==> config.mk <==
export PLATFORM = sky130hd
export DESIGN_NAME = tths_front_flat
export DESIGN_NICKNAME = d
export VERILOG_FILES = /design/src/rtl/tths_pkg.sv /design/src/rtl/tths_if.sv /design/src/rtl/tths_front.sv /design/src/flat_wrapper.sv
export SDC_FILE = /design/constraint.sdc
export NUM_CORES = 1
export LEC_CHECK = 0
export BUFFER_PORTS_ARGS = -buffer_cell sky130_fd_sc_hd__buf_4
export CORE_ASPECT_RATIO = 0.7
export CORE_MARGIN = 5
export CORE_UTILIZATION = 23
export DETAILED_ROUTE_END_ITERATION = 7
export PLACE_DENSITY_LB_ADDON = 0.1
export SLEW_MARGIN = 20
export SYNTH_ARGS = -nofsm -noshare
export SYNTH_HDL_FRONTEND = slang
export SYNTH_SLANG_ARGS = --single-unit
export TNS_END_PERCENT = 50
==> constraint.sdc <==
create_clock -name vclk -period 1
set_input_delay 0.2 -clock vclk [all_inputs]
set_output_delay 0.2 -clock vclk [all_outputs]
set_load 0.02 [all_outputs]
==> src/rtl/tths_pkg.sv <==
// ----------------------------------------------------------------------------
// tths_pkg
// shared types and constants of the terrain triangle height sampler
// ----------------------------------------------------------------------------
package tths_pkg;

  localparam int MAP_SIDE_DEF = 256;
  localparam int QUEUE_DEPTH  = 4;
  localparam int TILE_LEN     = 256;
  localparam int MODE1_OFFSET = 48;
  localparam int FLAG_ROT_NEW = 4;
  localparam int FLAG_ROT_OLD = 6;

  typedef enum logic {
    OP_WRITE = 1'b0,
    OP_QUERY = 1'b1
  } op_t;

  localparam logic REG_MAP_MODE = 1'b0;
  localparam logic REG_VSCALE   = 1'b1;

  // cell word: {flag bit 6, flag bit 4, height}
  typedef struct packed {
    op_t        op;
    logic       wr_keep;
    logic       oor;
    logic [9:0] cell_word;
    logic [7:0] dx;
    logic [7:0] dz;
  } tths_item_t;

  typedef struct packed {
    logic        map_mode;
    logic [15:0] vscale;
  } tths_cfg_t;

endpackage

==> src/rtl/tths_if.sv <==
// ----------------------------------------------------------------------------
// tths_in_if / tths_out_if
// valid/ready channels for input items and results
// ----------------------------------------------------------------------------
interface tths_in_if;
  logic        valid;
  logic        ready;
  logic        operation;
  logic [15:0] cell_address;
  logic [7:0]  cell_height;
  logic [15:0] cell_flags;
  logic [15:0] pos_x;
  logic [15:0] pos_z;

  modport source (output valid, operation, cell_address, cell_height, cell_flags,
                  pos_x, pos_z, input ready);
  modport sink (input valid, operation, cell_address, cell_height, cell_flags,
                pos_x, pos_z, output ready);
endinterface


==> src/rtl/tths_front.sv <==
// ----------------------------------------------------------------------------
// tths_front
// accepts items, classifies writes and queries, forms the anchor cell address
// ----------------------------------------------------------------------------
module tths_front #(
  parameter int MAP_SIDE = tths_pkg::MAP_SIDE_DEF,
  parameter int AW       = $clog2(MAP_SIDE * MAP_SIDE)
) (
  tths_in_if.sink              in_ch,
  input  logic                 q_full,
  output logic                 q_push,
  output logic [AW-1:0]        q_addr,
  output tths_pkg::tths_item_t q_item
);

  import tths_pkg::*;

  localparam int CELL_COUNT = MAP_SIDE * MAP_SIDE;
  localparam int TW = ($clog2(MAP_SIDE + 1) > 9) ? $clog2(MAP_SIDE + 1) : 9;
  localparam int LW = (AW + 1 > 17) ? AW + 1 : 17;
  localparam int MW = AW + 9;

  logic [7:0]    tx, tz;
  logic          in_map;
  logic [MW-1:0] base;
  logic          is_query;

  assign in_ch.ready = !q_full;
  assign q_push      = in_ch.valid;

  assign tx       = in_ch.pos_x[15:8];
  assign tz       = in_ch.pos_z[15:8];
  assign is_query = (in_ch.operation == OP_QUERY);
  assign in_map   = (TW'(tx) + TW'(1) < TW'(MAP_SIDE)) && (TW'(tz) + TW'(1) < TW'(MAP_SIDE));
  assign base     = MW'(tz) * MW'(MAP_SIDE) + MW'(tx);

  always_comb begin
    q_item.op        = is_query ? OP_QUERY : OP_WRITE;
    q_item.wr_keep   = !is_query && (LW'(in_ch.cell_address) < LW'(CELL_COUNT));
    q_item.oor       = is_query && !in_map;
    q_item.cell_word = {in_ch.cell_flags[FLAG_ROT_OLD], in_ch.cell_flags[FLAG_ROT_NEW],
                        in_ch.cell_height};
    q_item.dx        = in_ch.pos_x[7:0];
    q_item.dz        = in_ch.pos_z[7:0];
    q_addr           = is_query ? base[AW-1:0] : AW'(in_ch.cell_address);
  end

endmodule

==> src/flat_wrapper.sv <==
// flat-port wrapper written by rule: the top's interface ports become plain ports
module tths_front_flat import tths_pkg::*;
#(
  parameter int MAP_SIDE = tths_pkg::MAP_SIDE_DEF,
  parameter int AW       = $clog2(MAP_SIDE * MAP_SIDE)
)
  (q_full, q_push, q_addr, q_item, in_ch_valid, in_ch_operation, in_ch_cell_address, in_ch_cell_height, in_ch_cell_flags, in_ch_pos_x, in_ch_pos_z, in_ch_ready);
  tths_in_if in_ch_i ();
  input  logic q_full;
  output logic q_push;
  output logic [AW-1:0] q_addr;
  output tths_pkg::tths_item_t q_item;
  input wire logic [$bits(in_ch_i.valid)-1:0] in_ch_valid;
  input wire logic [$bits(in_ch_i.operation)-1:0] in_ch_operation;
  input wire logic [$bits(in_ch_i.cell_address)-1:0] in_ch_cell_address;
  input wire logic [$bits(in_ch_i.cell_height)-1:0] in_ch_cell_height;
  input wire logic [$bits(in_ch_i.cell_flags)-1:0] in_ch_cell_flags;
  input wire logic [$bits(in_ch_i.pos_x)-1:0] in_ch_pos_x;
  input wire logic [$bits(in_ch_i.pos_z)-1:0] in_ch_pos_z;
  output wire logic [$bits(in_ch_i.ready)-1:0] in_ch_ready;
  assign in_ch_i.valid = in_ch_valid;
  assign in_ch_i.operation = in_ch_operation;
  assign in_ch_i.cell_address = in_ch_cell_address;
  assign in_ch_i.cell_height = in_ch_cell_height;
  assign in_ch_i.cell_flags = in_ch_cell_flags;
  assign in_ch_i.pos_x = in_ch_pos_x;
  assign in_ch_i.pos_z = in_ch_pos_z;
  assign in_ch_ready = in_ch_i.ready;
  tths_front #(.MAP_SIDE(MAP_SIDE), .AW(AW)) u_core (.in_ch(in_ch_i), .q_full(q_full), .q_push(q_push), .q_addr(q_addr), .q_item(q_item));
endmodule
[Yosys cells after proc, flatten, opt, wreduce, memory -nomap -nowiden]
Cells that the tools add are included.
Word-level totals
  bits in registers: 0
  output and inout bits: 47
  word-level logic and storage cells: 12
Operators by class
  muxes and demuxes: 2
  order comparisons: 2
  add/subtract/negate cells: 3
  reduce and logical (&&, ||, !) cells: 5
Operator list (count)
  $add A8 B1 Y9 const B: 2
  $lt A9 B9 Y1 const B: 2
  $add A16 B8 Y16: 1
  $mux W16: 1
  $logic_not A1 Y1: 3
  $logic_and A1 B1 Y1: 2
  $mux W1: 1

[Logic depth before layout (Yosys ltp)]
  word-level depth: 5
  gate-level depth with buffers: 3
  depth with buffers taken out: 3

[Least setup slack after synthesis]
No wires, ideal clock.
  path kind: input -> output
  start: input in_ch_operation
  end: output q_addr[10]
  setup slack: 0.013 ns
  path buffers: 2
  cell stages on the path: 3
  arrival: 0.787 ns
  cells stage by stage: buf_6 buf_12 mux2_4
Between the ends
  word-level cells in the longest chain between the ends: 1
Ends and longest elaborated chain
  start, declared: RTL line flat_wrapper.sv:14  | input wire logic [$bits(in_ch_i.operation)-1:0] in_ch_operation;
  $mux W16: RTL line tths_front.sv:45  | q_addr = is_query ? base[AW-1:0] : AW'(in_ch.cell_address);
  end, declared: RTL line flat_wrapper.sv:11  | output logic [AW-1:0] q_addr;
Every way passes these cells.

[Final worst setup path]
  start: input in_ch_operation
  end: output q_addr[5]
The elaborated chain is that of the path after synthesis.

==> impl_metrics.yaml <==
setup_path:
  crit_required_ns: 0.80
  crit_type: "input port to output port"
  crit_arrival_ns: 0.78
  endpoint_kind: "output port"
  crit_fanout: 10
  start_kind: "input port"
place:
  portBuffers: 54
  dpl.hpwl_mm: 1.12
  gp_congestion: 0.627
status:
  status: "complete, no violations"
sta:
  drv_slew: 0
  timing.final.crit_share: 0.985
  min_period_ns: 0.985
  rsz0062_at_grt: "yes"
  setup_viol: 0
  worst_slew_pin_slew_ns: 0.0992
  hold_viol_final: 0
  slew_headroom: 0.934
  max_freq_mhz: 1020
power:
  peakVddDrop_mv: 0.219
  power_leakage_nw: 0.423
  powerDensity_nw_per_um2: 524
  design_power_total_uw: 429
routing:
  wl_per_cell_um: 13.2
  drtIter0Drc: 4
  drtAntennaViolNets: 0
  wl_mm: 1.38
  routed_via_density: 4.22
  dr.pass1.iters: 2
  drc: 0
  num_vias: 439
logic_synthesis:
  synth.net_count: 130
  yosysUniqueCellTypes: 9
  synth_area_um2: 499
  ys_seq_area_frac: 0
  postSynthAreaPerCell_um2: 9.08
  syn_inst: 55
  synth_warnings: 0
global_route:
  grt_max_degree: 11
  antenna_found_initial: 0
  track_usage: 0.0779
  grt_overflow_total: 0
  grt_pass1_vias: 470
  grt_pass1_wl_mm: 2.13
finish:
  mostFrequentLayoutCells: "buf_4 (33), buf_6 (20), mux2_4 (9)"
  final_common_cell: "buf_4"
  n_antenna_cell: 0
  seq_cells: 0
  drive_above_1_share: 0.888
  seqCellArea_um2: 0
  final_util: 0.390
  fin_nets: 157
  area_growth_pct: 64.2
  clkbuf_count: 0
floorplan:
  initial_core_util: 0.238
  core_area_um2: 2100
  num_rows: 14
  dieArea_um2: 3220
  die_w_um: 65.7
  io_pins: 122
  die_h_um: 49.0
job:
  drv_cap: 0
hold_path:
  hold_path_class: "input port to output port"
==> synthesized netlist by cell type <==
cell     count  area share
buf_12       1       0.040
buf_4       28        0.42
inv_1        2       0.015
mux2_4       8        0.24
nor2_1       2       0.015
buf_6        1       0.023
nand4_1      4       0.050
o21a_1       1       0.015
mux2_2       8        0.18
==> logic make-up after synthesis <==
group | synth area share
buffers and inverters | 0.499
AO/OA/AOI/OAI | 0.0150
multiplexers | 0.421
AND/OR/NAND/NOR | 0.0652
==> what timing repair did <==
action / in CTS / in global routing
setup buffers: 0 / 0
hold buffers: 0 / 0
resized for setup: 13 / 13
cloned: 1 / 0
hold endpoints to repair: 0 / 0
endpoints found under the setup margin: 17 / 9
pin swaps: 0 / 5
==> per-layer routing <==
metal	wire (µm)	track usage	vias up
li1	-	-	211
met5	0	0	-
met3	169	0.0184	6
met1	527	0.102	195
met2	660	0.125	27
met4	19	0.0241	0
==> final cells by class <==
cell class	instances	area, µm²
Fill cell	216	1280
Timing Repair Buffer	55	528
Inverter	2	7.51
Tap cell	24	30.0
Multi-Input combinational cell	23	254
==> path summary, 6_finish.rpt <==
kind                  depth (start not counted)    endpoint       startpoint
worst min-delay path                          0  q_item[11]   in_ch_pos_x[3]
worst max-delay path                          3   q_addr[5]  in_ch_operation
==> report_power, final <==
part	switching [mW]	total, mW	internal (mW)	leakage (nW)
Sequential	0	0	0	0
Combinational	0.159	0.429	0.271	0.423
Clock	0	0	0	0
Total	0.159	0.429	0.271	0.423
==> critical path, stage by stage <==
cell and delay (ns):
buf_16 0.11, mux2_2 0.34, buf_6 0.13
==> per-stage QoR <==
step           instance area [µm²]  std cells   TNS (ns)  worst slack (ns)  hold slack, ns
2_1_floorplan                  499         55          0            0.0132           0.477
3_3_place_gp                   693        103      -2.92            -0.208           0.400
3_5_place_dp                   693        103      -2.90            -0.212           0.400
4_1_cts                        771        104  -0.000470         -0.000470           0.400
5_1_grt                        820        104    -0.0333          -0.00870           0.400
6_report                       820        104          0            0.0152           0.400
Note: power is estimated with default switching activity, not from simulation.
