--- config.mk ---
export PLATFORM = sky130hd
export DESIGN_NAME = tths_queue
export DESIGN_NICKNAME = d
export VERILOG_FILES = /design/src/rtl/tths_queue.sv
export SDC_FILE = /design/constraint.sdc
export NUM_CORES = 1
export LEC_CHECK = 0
export BUFFER_PORTS_ARGS = -buffer_cell sky130_fd_sc_hd__buf_2
export CAP_MARGIN = 20
export CORE_MARGIN = 3
export CORE_UTILIZATION = 40
export CTS_CLUSTER_DIAMETER = 200
export DETAILED_ROUTE_END_ITERATION = 6
export PLACE_DENSITY_LB_ADDON = 0.3
export SLEW_MARGIN = 20
export SYNTH_ARGS = -nofsm -noshare
export SYNTH_HDL_FRONTEND = slang
export SYNTH_SLANG_ARGS = --single-unit
export TNS_END_PERCENT = 1
--- constraint.sdc ---
create_clock -name clk -period 3.65 [get_ports clk]
set_clock_uncertainty 0.15 [all_clocks]
set_input_delay 0.365 -clock clk [delete_from_list [all_inputs] [get_ports clk]]
set_output_delay 0.365 -clock clk [all_outputs]
set_load 0.03 [all_outputs]
--- src/rtl/tths_queue.sv ---
// ----------------------------------------------------------------------------
// tths_queue
// short fifo between the classify front and the sampling back end
// ----------------------------------------------------------------------------
module tths_queue #(
  parameter int WIDTH = 32,
  parameter int DEPTH = 4
) (
  input  logic             clk,
  input  logic             rst_n,
  input  logic             push,
  input  logic [WIDTH-1:0] push_data,
  output logic             full,
  input  logic             pop,
  output logic             head_valid,
  output logic [WIDTH-1:0] head_data
);

  localparam int PW = (DEPTH > 1) ? $clog2(DEPTH) : 1;
  localparam int CW = $clog2(DEPTH + 1);

  logic [WIDTH-1:0] slot_r [DEPTH];
  logic [PW-1:0]    wr_ptr_r, wr_ptr_nxt;
  logic [PW-1:0]    rd_ptr_r, rd_ptr_nxt;
  logic [CW-1:0]    cnt_r, cnt_nxt;
  logic             do_push, do_pop;

  assign full       = (cnt_r == CW'(DEPTH));
  assign head_valid = (cnt_r != '0);
  assign head_data  = slot_r[rd_ptr_r];
  assign do_push    = push && !full;
  assign do_pop     = pop && head_valid;

  always_comb begin
    wr_ptr_nxt = wr_ptr_r;
    rd_ptr_nxt = rd_ptr_r;
    cnt_nxt    = cnt_r;
    if (do_push) begin
      wr_ptr_nxt = (wr_ptr_r == PW'(DEPTH - 1)) ? '0 : wr_ptr_r + 1'b1;
    end
    if (do_pop) begin
      rd_ptr_nxt = (rd_ptr_r == PW'(DEPTH - 1)) ? '0 : rd_ptr_r + 1'b1;
    end
    if (do_push && !do_pop) begin
      cnt_nxt = cnt_r + 1'b1;
    end else if (do_pop && !do_push) begin
      cnt_nxt = cnt_r - 1'b1;
    end
  end

  always_ff @(posedge clk) begin
    if (!rst_n) begin
      wr_ptr_r <= '0;
      rd_ptr_r <= '0;
      cnt_r    <= '0;
    end else begin
      wr_ptr_r <= wr_ptr_nxt;
      rd_ptr_r <= rd_ptr_nxt;
      cnt_r    <= cnt_nxt;
    end
  end

  always_ff @(posedge clk) begin
    if (do_push) begin
      slot_r[wr_ptr_r] <= push_data;
    end
  end

endmodule

### After elaboration in Yosys (flattened, before gate mapping)

Memory sizes are Yosys's and may differ from the RTL's. A register that Yosys moved wholly into a read port is not among the register bits.
Index checks and enable logic that the tools add are counted.

| operators by class | value |
|---|---|
| add/sub/neg operators | 4 |
| reduce and logical (&&, ||, !) cells | 9 |
| muxes and demuxes | 8 |
| equal/unequal tests | 3 |

Operator list:

| kind | number |
|---|---|
| two-way mux 2 bit | 4 |
| two-way mux 3 bit | 2 |
| adder 2 x 1 -> 2 bit, second input constant | 2 |
| equality test 2 bit, second input constant | 2 |
| logical AND 1 bit | 4 |
| adder 3 x 1 -> 3 bit, second input constant | 1 |
| equality test 3 bit, second input constant | 1 |
| zero test 1 bit | 3 |
| nonzero test 3 bit | 1 |
| subtractor 3 x 1 -> 3 bit, second input constant | 1 |
| two-way mux 1 bit | 2 |
| nonzero test 2 bit | 1 |

| word-level totals | value |
|---|---|
| input port bits | 36 |
| bits in registers | 7 |
| RAM bits | 128 |
| word-level logic and storage cells | 28 |
| memories | 1 |

Memory list:

| name | depth | width | rd ports | clocked after memory_dff | wr ports | line | RTL |
|---|---|---|---|---|---|---|---|
| slot_r | 4 | 32 | 1 | 1 | 1 | 22 | `logic [WIDTH-1:0] slot_r [DEPTH];` |

### Depth between registers and ports, before layout

Gate-level depths: netlist (run 1).

| logic depth | value |
|---|---|
| word-level depth | 7 |
| depth in mapped cells | 9 |
| gate-level depth less buffers | 8 |

### Worst setup path before layout (run 1)

No wires, ideal clock.

| timing | value |
|---|---|
| path kind | reg-to-reg |
| from | register cnt_r[0] |
| to | register cnt_r[2] |
| stages on the path, launching flop included | 8 |
| data arrival time | 2033 ps |
| path slack | 1391 ps |
| path through | dfxtp_1 o31ai_1 ha_1 inv_1 fa_1 xor2_1 or3_1 a21boi_0 |

| on the way | value |
|---|---|
| longest elaborated chain between the ends | 6 |
| elaborated cells between the ends (all ways) | 14 |

Ends and longest elaborated chain:

| what | line | RTL |
|---|---|---|
| from (decl) | 25 | `logic [CW-1:0] cnt_r, cnt_nxt;` |
| from (signal assigned) | 59 | `cnt_r <= cnt_nxt;` |
| branches (longest 6 deep; another with subtractor 3 x 1 -> 3 bit) | -- |  |

Several ways; the timed one is not identified. The select of a mux whose other input is x is not followed.
A chain may end at the register's enable or synchronous reset.

==> results of run 1 <==
==> area by class of cell <==
class,count,area [µm²]
clock buffers,22,474
clock inverters,10,119
fillers,994,6020
inverters,3,11.3
multi-input cells,69,1010
flip-flops and latches,137,4030
well taps,168,210
repair buffers,72,385
==> metal layers <==
layer | share of wire [%] | GRT usage, %
met5 | 0 | 0
met4 | 1.1 | 4.94
met3 | 6.6 | 5.98
met2 | 48 | 19.2
met1 | 45 | 16.9
==> final timing paths <==
kind	endpoint	start	cells past startpoint	slack, ps
worst max-delay path	head_data[23]	flop	3	930
worst min-delay path	slot_r[0][15]	push_data[15]	1	20
worst max register to register	cnt_r[2]	cnt_r[0]	8	1150
worst min register to register	wr_ptr_r[1]	wr_ptr_r[1]	2	350
==> cell usage in the layout (no fill, tap or decap), types with 2 or more instances in the layout <==
cell                            synthesis  layout
sky130_fd_sc_hd__edfxtp_1             128     128
sky130_fd_sc_hd__buf_2                  4      69
sky130_fd_sc_hd__mux4_2                30      30
sky130_fd_sc_hd__clkbuf_16              0      17
sky130_fd_sc_hd__dfxtp_1                9       7
sky130_fd_sc_hd__nand2_1                6       6
sky130_fd_sc_hd__ha_1                   6       6
sky130_fd_sc_hd__and2_2                 0       4
sky130_fd_sc_hd__inv_1                  3       3
sky130_fd_sc_hd__mux2i_1                3       3
sky130_fd_sc_hd__o21ai_0                3       3
sky130_fd_sc_hd__clkinvlp_4             0       3
sky130_fd_sc_hd__clkinv_4               0       3
sky130_fd_sc_hd__clkbuf_8               0       3
sky130_fd_sc_hd__nor2b_1                2       2
sky130_fd_sc_hd__or3_1                  2       2
sky130_fd_sc_hd__mux4_1                 2       2
sky130_fd_sc_hd__nor2_1                 2       2
sky130_fd_sc_hd__nand3_1                2       2
sky130_fd_sc_hd__dfxtp_2                0       2
sky130_fd_sc_hd__clkinv_2               0       2
sky130_fd_sc_hd__clkbuf_1               1       2
sky130_fd_sc_hd__bufinv_16              0       2
sky130_fd_sc_hd__dlygate4sd3_1          0       2
==> stage by stage <==
step / setup slack, ps / utilization (%)
finish: 927 / 50.9
global route: 744 / 50.9
CTS: 858 / 50.9
detailed placement: 1130 / 45.9
global placement: 1260 / 45.9
floorplan: 1390 / -
==> where the power goes <==
group	internal [µW]	switching, µW	total (µW)
Clock	1060	604	1660
Sequential	1920	130	2050
Combinational	451	667	1120
Total	3430	1400	4830
==> flip-flops by register name, indices dropped and copies added (netlist names), named ones only <==
name and count:
slot_r 128, rd_ptr_r 2, cnt_r 3, wr_ptr_r 2
==> cell families after synthesis <==
kind of cell | Yosys count | synth area share, %
flip-flops | 137 | 78.3
multiplexers | 35 | 14.8
AND/OR/NAND/NOR | 20 | 2.12
buffers and inverters | 12 | 2.07
adder cells (fa/ha/maj) | 7 | 1.85
AO/OA/AOI/OAI | 5 | 0.584
XOR/XNOR | 2 | 0.341
==> worst max-delay path: cells and delay by family (launching register included) <==
| family | cells | cell delay (ps) |
|---|---|---|
| flops | 1 | 790 |
| buf+inv | 2 | 450 |
| mux | 1 | 550 |
==> tab_implementation.tex, run 1 <==
\begin{tabular}{lr}
\hline
Metric & Value \\
\hline
\multicolumn{2}{l}{\textbf{Status}} \\
Status & completed \\
\multicolumn{2}{l}{\textbf{Routing}} \\
Final WL & 8.71 mm \\
Via count & 2361 \\
Routed via count divided by cell count & 4.91 \\
Wire length per cell after detailed routing & 18.1 µm \\
Post-route antenna net violation count & 0 \\
Post-route DRC & 0 \\
Starting DRC count in detailed routing & 167 \\
Number of iterations in the first detailed-routing pass & 4 \\
\multicolumn{2}{l}{\textbf{Logic synthesis}} \\
Count of different cell masters after synthesis & 24 \\
Sequential-to-total area share from yosys stat & 78.3\% \\
Leading post-synthesis cells by instance count & 128 x sky130\_fd\_sc\_hd\_\_edfxtp\_1, 30 x sky130\_fd\_sc\_hd\_\_mux4\_2, 9 x sky130\_fd\_sc\_hd\_\_dfxtp\_1 \\
Syn. warnings & 0 \\
Net count after synthesis & 261 \\
Post-synth top area share & 74.8\% \\
Avg Cell Area, Syn & 23.6 µm² \\
Flip-flop cell with the highest count after synthesis & sky130\_fd\_sc\_hd\_\_edfxtp\_1 \\
Library cell with the highest instance count after synthesis & sky130\_fd\_sc\_hd\_\_edfxtp\_1 \\
Post-synth EDFFs & 128 \\
Number of cells produced by synthesis & 218 \\
Synth top area cells & sky130\_fd\_sc\_hd\_\_edfxtp\_1 75\%, sky130\_fd\_sc\_hd\_\_mux4\_2 13\%, sky130\_fd\_sc\_hd\_\_dfxtp\_1 3.5\% \\
Total standard cell area after synthesis & 5140 µm² \\
Ys async rst share & 0\% \\
Yosys reg bits & 137 \\
Biggest area consumer among synthesized cells & sky130\_fd\_sc\_hd\_\_edfxtp\_1 \\
\multicolumn{2}{l}{\textbf{Timing}} \\
Slew of the pin with the lowest slew margin & 912 ps \\
Final worst-path cycle share & 74.6\% \\
Final Max Tran Viols & 0 \\
RSZ-0062 raised after global routing & false \\
Achievable Freq & 367 MHz \\
Worst rel slew slack & 39.2\% \\
Final count of hold timing violations & 0 \\
Final Hold Slack & 20.9 ps \\
Final sum of negative setup slack & 0 ps \\
Total setup violations reported at the end of the flow & 0 \\
Final Critical Period & 2720 ps \\
\multicolumn{2}{l}{\textbf{Die}} \\
Die X & 119 µm \\
Area of the die & 14200 µm² \\
I/O Pins & 70 \\
Core outline area & 12300 µm² \\
Initial standard-cell utilization of the core & 41.9\% \\
Site row count & 40 \\
Die Y-Extent & 119 µm \\
\multicolumn{2}{l}{\textbf{Placed design}} \\
Routability congestion estimate & 0.703 \\
Post-DP Area & 5630 µm² \\
Count of input and output buffers & 69 \\
Cell count after placement & 447 \\
\multicolumn{2}{l}{\textbf{Setup path}} \\
Critical Path Source Type & flop \\
Worst-path maximum fanout & 18 \\
Arrival time at the worst endpoint & 2210 ps \\
Sort of element at the end of the critical path & output pin \\
Critical Path Max Stage Delay & 790 ps \\
Worst setup path class & flop to output pin \\
Critical path required time & 3130 ps \\
Chain of cells forming the critical path & buf\_12 -> mux4\_1 -> buf\_2 \\
Slowest cell on the critical path & sky130\_fd\_sc\_hd\_\_dfxtp\_2 \\
\multicolumn{2}{l}{\textbf{Clock network}} \\
Buffers inserted by post-CTS timing repair & 0 \\
Post-CTS resize count & 0 \\
Clock tree from TritonCTS & yes \\
TritonCTS Buffers & 17 \\
Maximum level of the CTS H-tree & 4 \\
Later-pin clock latency in the skew report & 410 ps \\
Hold\_buf cts & 2 \\
Library cell used as clock root buffer & sky130\_fd\_sc\_hd\_\_clkbuf\_16 \\
Post-CTS clock slew at the launch and capture registers of the worst setup and hold paths & 50 ps \\
Sink count of the clock tree & 137 \\
CTS max path bufs & 2 \\
\multicolumn{2}{l}{\textbf{Layout}} \\
Ratio of cells with drive above 1 in the final layout & 43.8\% \\
Fin cells & 481 \\
Cell area after layout & 6240 µm² \\
Ant. Diodes & 0 \\
Growth of design area from synthesis to finish & 21.4\% \\
Number of nets in the final layout & 343 \\
\multicolumn{2}{l}{\textbf{GRT}} \\
Pin count of the biggest net entering global routing & 33 \\
Vias in the first global route & 2438 \\
First-pass GRT wire length & 13.5 mm \\
Number of antenna violations at the first check in global routing & 0 \\
Total grt overflow & 0 \\
Gr usage total & 13.0\% \\
\multicolumn{2}{l}{\textbf{Pwr}} \\
Sum of internal, switching and leakage power & 4830 µW \\
Areal power density over the cells & 774 nW/µm² \\
P\_leak & 0.00214 µW \\
Maximum ir drop on the vdd rail & 0.429 mV \\
\multicolumn{2}{l}{\textbf{Job}} \\
Max Cap Violations & 0 \\
\multicolumn{2}{l}{\textbf{Hold path}} \\
Path class of the lowest-slack min-delay path & input port to flop \\
\hline
\end{tabular}
Note: power is estimated with default switching activity, not from simulation.
==> run 2, diff against run 1 <==
==> constraint.sdc (replaced) <==
create_clock -name clk -period 2.7 [get_ports clk]
set_clock_uncertainty 0.15 [all_clocks]
set_input_delay 0.27 -clock clk [delete_from_list [all_inputs] [get_ports clk]]
set_output_delay 0.27 -clock clk [all_outputs]
set_load 0.03 [all_outputs]
==> run 2 against run 1 <==
Compared with the run above:
- worst hold slack better by 43 ps
- core utilization rose by 3.5 points
- sequential share of layout area decreased by 4.1 points
- worst setup slack worse by 510 ps
- flip-flop and latch count stayed put
- final area increased by 6.8%
- via count grew 6.3%
- first-iteration DRC count is 3.0% lower
- clock power up 42%
- clock-buffer cell count shrank 4
- final cell count rose by 7.9%
- non-clock buffer count rose by 38
==> tab_implementation.tex, run 2 (synthesis results as in run 1) <==
\begin{tabular}{lr}
\hline
Metric & Value \\
\hline
\multicolumn{2}{l}{\textbf{Placed design}} \\
Routability congestion estimate & 0.696 (-0.98\%) \\
Placed wire-length estimate after detailed placement & 5.44 mm \\
Count of input and output buffers & 69 (unchanged) \\
\multicolumn{2}{l}{\textbf{Routing}} \\
Top routing layer in use & met4 \\
Routed via count divided by cell count & 4.83 (-1.5\%) \\
Met2 wirelength from detailed routing & 4.30 mm (+3.4\%) \\
Final WL & 9.06 mm (+4.0\%) \\
Number of iterations in the first detailed-routing pass & 5 (+1) \\
Post-route DRC & 0 (unchanged) \\
Starting DRC count in detailed routing & 162 (-3.0\%) \\
Routed length on met3 & 391 µm (-32\%) \\
WL met1 & 4.27 mm (+10\%) \\
Via count & 2509 (+6.3\%) \\
Post-route antenna net violation count & 0 (unchanged) \\
Wire length per cell after detailed routing & 17.5 µm (-3.6\%) \\
\multicolumn{2}{l}{\textbf{Layout}} \\
Growth of design area from synthesis to finish & 29.7\% \\
Ratio of cells with drive above 1 in the final layout & 40.5\% (-3.3 points) \\
Post-layout util & 54.4\% (+3.5 points) \\
Ant. Diodes & 0 (unchanged) \\
Number of nets in the final layout & 381 (+11\%) \\
Commonest non-fill, non-tap cells in the layout & 128 x sky130\_fd\_sc\_hd\_\_edfxtp\_1, 69 x sky130\_fd\_sc\_hd\_\_buf\_2, 32 x sky130\_fd\_sc\_hd\_\_dlygate4sd3\_1 \\
Leading cell type in the layout, fill and taps excluded & sky130\_fd\_sc\_hd\_\_edfxtp\_1 \\
Largest registers & slot\_r: 128 flops, cnt\_r: 3 flops \\
Largest register FFs & 128 (unchanged) \\
Largest register by flop count & slot\_r \\
\multicolumn{2}{l}{\textbf{Pwr}} \\
Maximum ir drop on the vdd rail & 0.515 mV (+20\%) \\
Sum of internal, switching and leakage power & 6730 µW (+39\%) \\
P\_leak & 0.00233 µW (+8.9\%) \\
Areal power density over the cells & 1010 nW/µm² (+30\%) \\
\multicolumn{2}{l}{\textbf{Clock network}} \\
TritonCTS Buffers & 17 (unchanged) \\
Later-pin clock latency in the skew report & 410 ps (about the same) \\
Library cell used as clock root buffer & sky130\_fd\_sc\_hd\_\_clkbuf\_16 \\
Maximum level of the CTS H-tree & 4 (unchanged) \\
Clock tree from TritonCTS & yes \\
Post-CTS resize count & 0 (unchanged) \\
Hold\_buf cts & 32 (+30) \\
Post-CTS clock slew at the launch and capture registers of the worst setup and hold paths & 60 ps (about the same) \\
Sink count of the clock tree & 137 (unchanged) \\
CTS max path bufs & 2 (unchanged) \\
Buffers inserted by post-CTS timing repair & 0 (unchanged) \\
\multicolumn{2}{l}{\textbf{Timing}} \\
Final Hold Slack & 64.2 ps (+43.3 ps) \\
Final count of hold timing violations & 0 (unchanged) \\
Achievable Freq & 439 MHz \\
Final worst-path cycle share & 84.4\% \\
Final Critical Period & 2280 ps \\
Worst rel slew slack & 62.3\% (+23 points) \\
RSZ-0062 raised after global routing & false \\
Slew of the pin with the lowest slew margin & 565 ps (-346 ps) \\
Final sum of negative setup slack & 0 ps (unchanged) \\
Total setup violations reported at the end of the flow & 0 (unchanged) \\
Final Max Tran Viols & 0 (unchanged) \\
\multicolumn{2}{l}{\textbf{Die}} \\
Site row count & 40 (unchanged) \\
Area of the die & 14200 µm² (unchanged) \\
Die Y-Extent & 119 µm (unchanged) \\
Die X & 119 µm (unchanged) \\
I/O Pins & 70 (unchanged) \\
Core outline area & 12300 µm² (unchanged) \\
Initial standard-cell utilization of the core & 41.9\% (unchanged) \\
\multicolumn{2}{l}{\textbf{Setup path}} \\
Sort of element at the end of the critical path & flop \\
Worst-path maximum fanout & 5 (-13) \\
Critical Path Source Type & flop \\
Chain of cells forming the critical path & o31ai\_1 -> ha\_1 -> inv\_1 -> fa\_1 -> xor2\_1 -> or3\_1 -> a21boi\_0 \\
Critical path required time & 2890 ps (-240 ps) \\
Slowest cell on the critical path & sky130\_fd\_sc\_hd\_\_fa\_1 \\
Arrival time at the worst endpoint & 2470 ps (+260 ps) \\
Critical Path Max Stage Delay & 380 ps (-410 ps) \\
Worst setup path class & flop to flop \\
\multicolumn{2}{l}{\textbf{GRT}} \\
Vias in the first global route & 2717 (+11\%) \\
First-pass GRT wire length & 14.8 mm (+9.6\%) \\
Total grt overflow & 0 (unchanged) \\
Pin count of the biggest net entering global routing & 27 (-18\%) \\
Gr usage total & 14.0\% (+1.0 points) \\
Number of antenna violations at the first check in global routing & 0 (unchanged) \\
\multicolumn{2}{l}{\textbf{Status}} \\
Status & completed \\
\multicolumn{2}{l}{\textbf{Job}} \\
Max Cap Violations & 0 (unchanged) \\
\multicolumn{2}{l}{\textbf{Hold path}} \\
Path class of the lowest-slack min-delay path & input port to flop \\
\hline
\end{tabular}
## run 2: cell count changes in the layout (fill, tap and decap cells not counted), sizes merged
cell,before,now
buf,70,78
bufinv,2,4
clkbuf,22,18
clkinv,5,8
clkinvlp,3,1
dlygate4sd3,2,32
inv,3,4
## run 2: critical path: cells and delay by family (launching register included)
family / cells / cell delay [ps]
xor gates and xnor gates: 1 / 180
buffers and inverters: 1 / 60
AOI/OAI and AO/OA: 2 / 520
DFF: 1 / 370
adders and majority gates: 2 / 630
and+or+nand+nor: 1 / 300
## run 2: metrics by stage
step / std cells / worst slack (ps) / area, µm²
floorplan: 218 / 441 / 5140
CTS: 519 / 366 / 6670
detailed placement: 455 / 394 / 5740
finish: 519 / 422 / 6670
global placement: 455 / 552 / 5740
global route: 519 / 305 / 6670
## run 2: final cells by class
| class | instances | area [µm²] |
|---|---|---|
| clock buffers | 18 | 429 |
| well taps | 168 | 210 |
| fillers | 950 | 5600 |
| multi-input cells | 69 | 1010 |
| repair buffers | 110 | 796 |
| flip-flops and latches | 137 | 4030 |
| inverters | 3 | 11.3 |
| clock inverters | 14 | 179 |
## run 2: worst paths after layout
path	from	to	slack, ps	cells past startpoint
min	rst_n	wr_ptr_r[0]	60	3
max reg2reg	cnt_r[0]	cnt_r[2]	420	7
min reg2reg	wr_ptr_r[1]	wr_ptr_r[1]	360	2
max	cnt_r[0]	cnt_r[2]	420	7
## run 2: per-layer routing
metal	vias up	track usage (%)
met3	9	4.46
li1	1147	-
met2	63	21.2
met4	0	5.58
met5	-	0
met1	1290	19.0
## run 2: report_power, final
| part | switching, µW | internal (µW) |
|---|---|---|
| Clock | 828 | 1530 |
| Sequential | 98.8 | 2590 |
| Combinational | 1000 | 680 |
| Total | 1930 | 4800 |
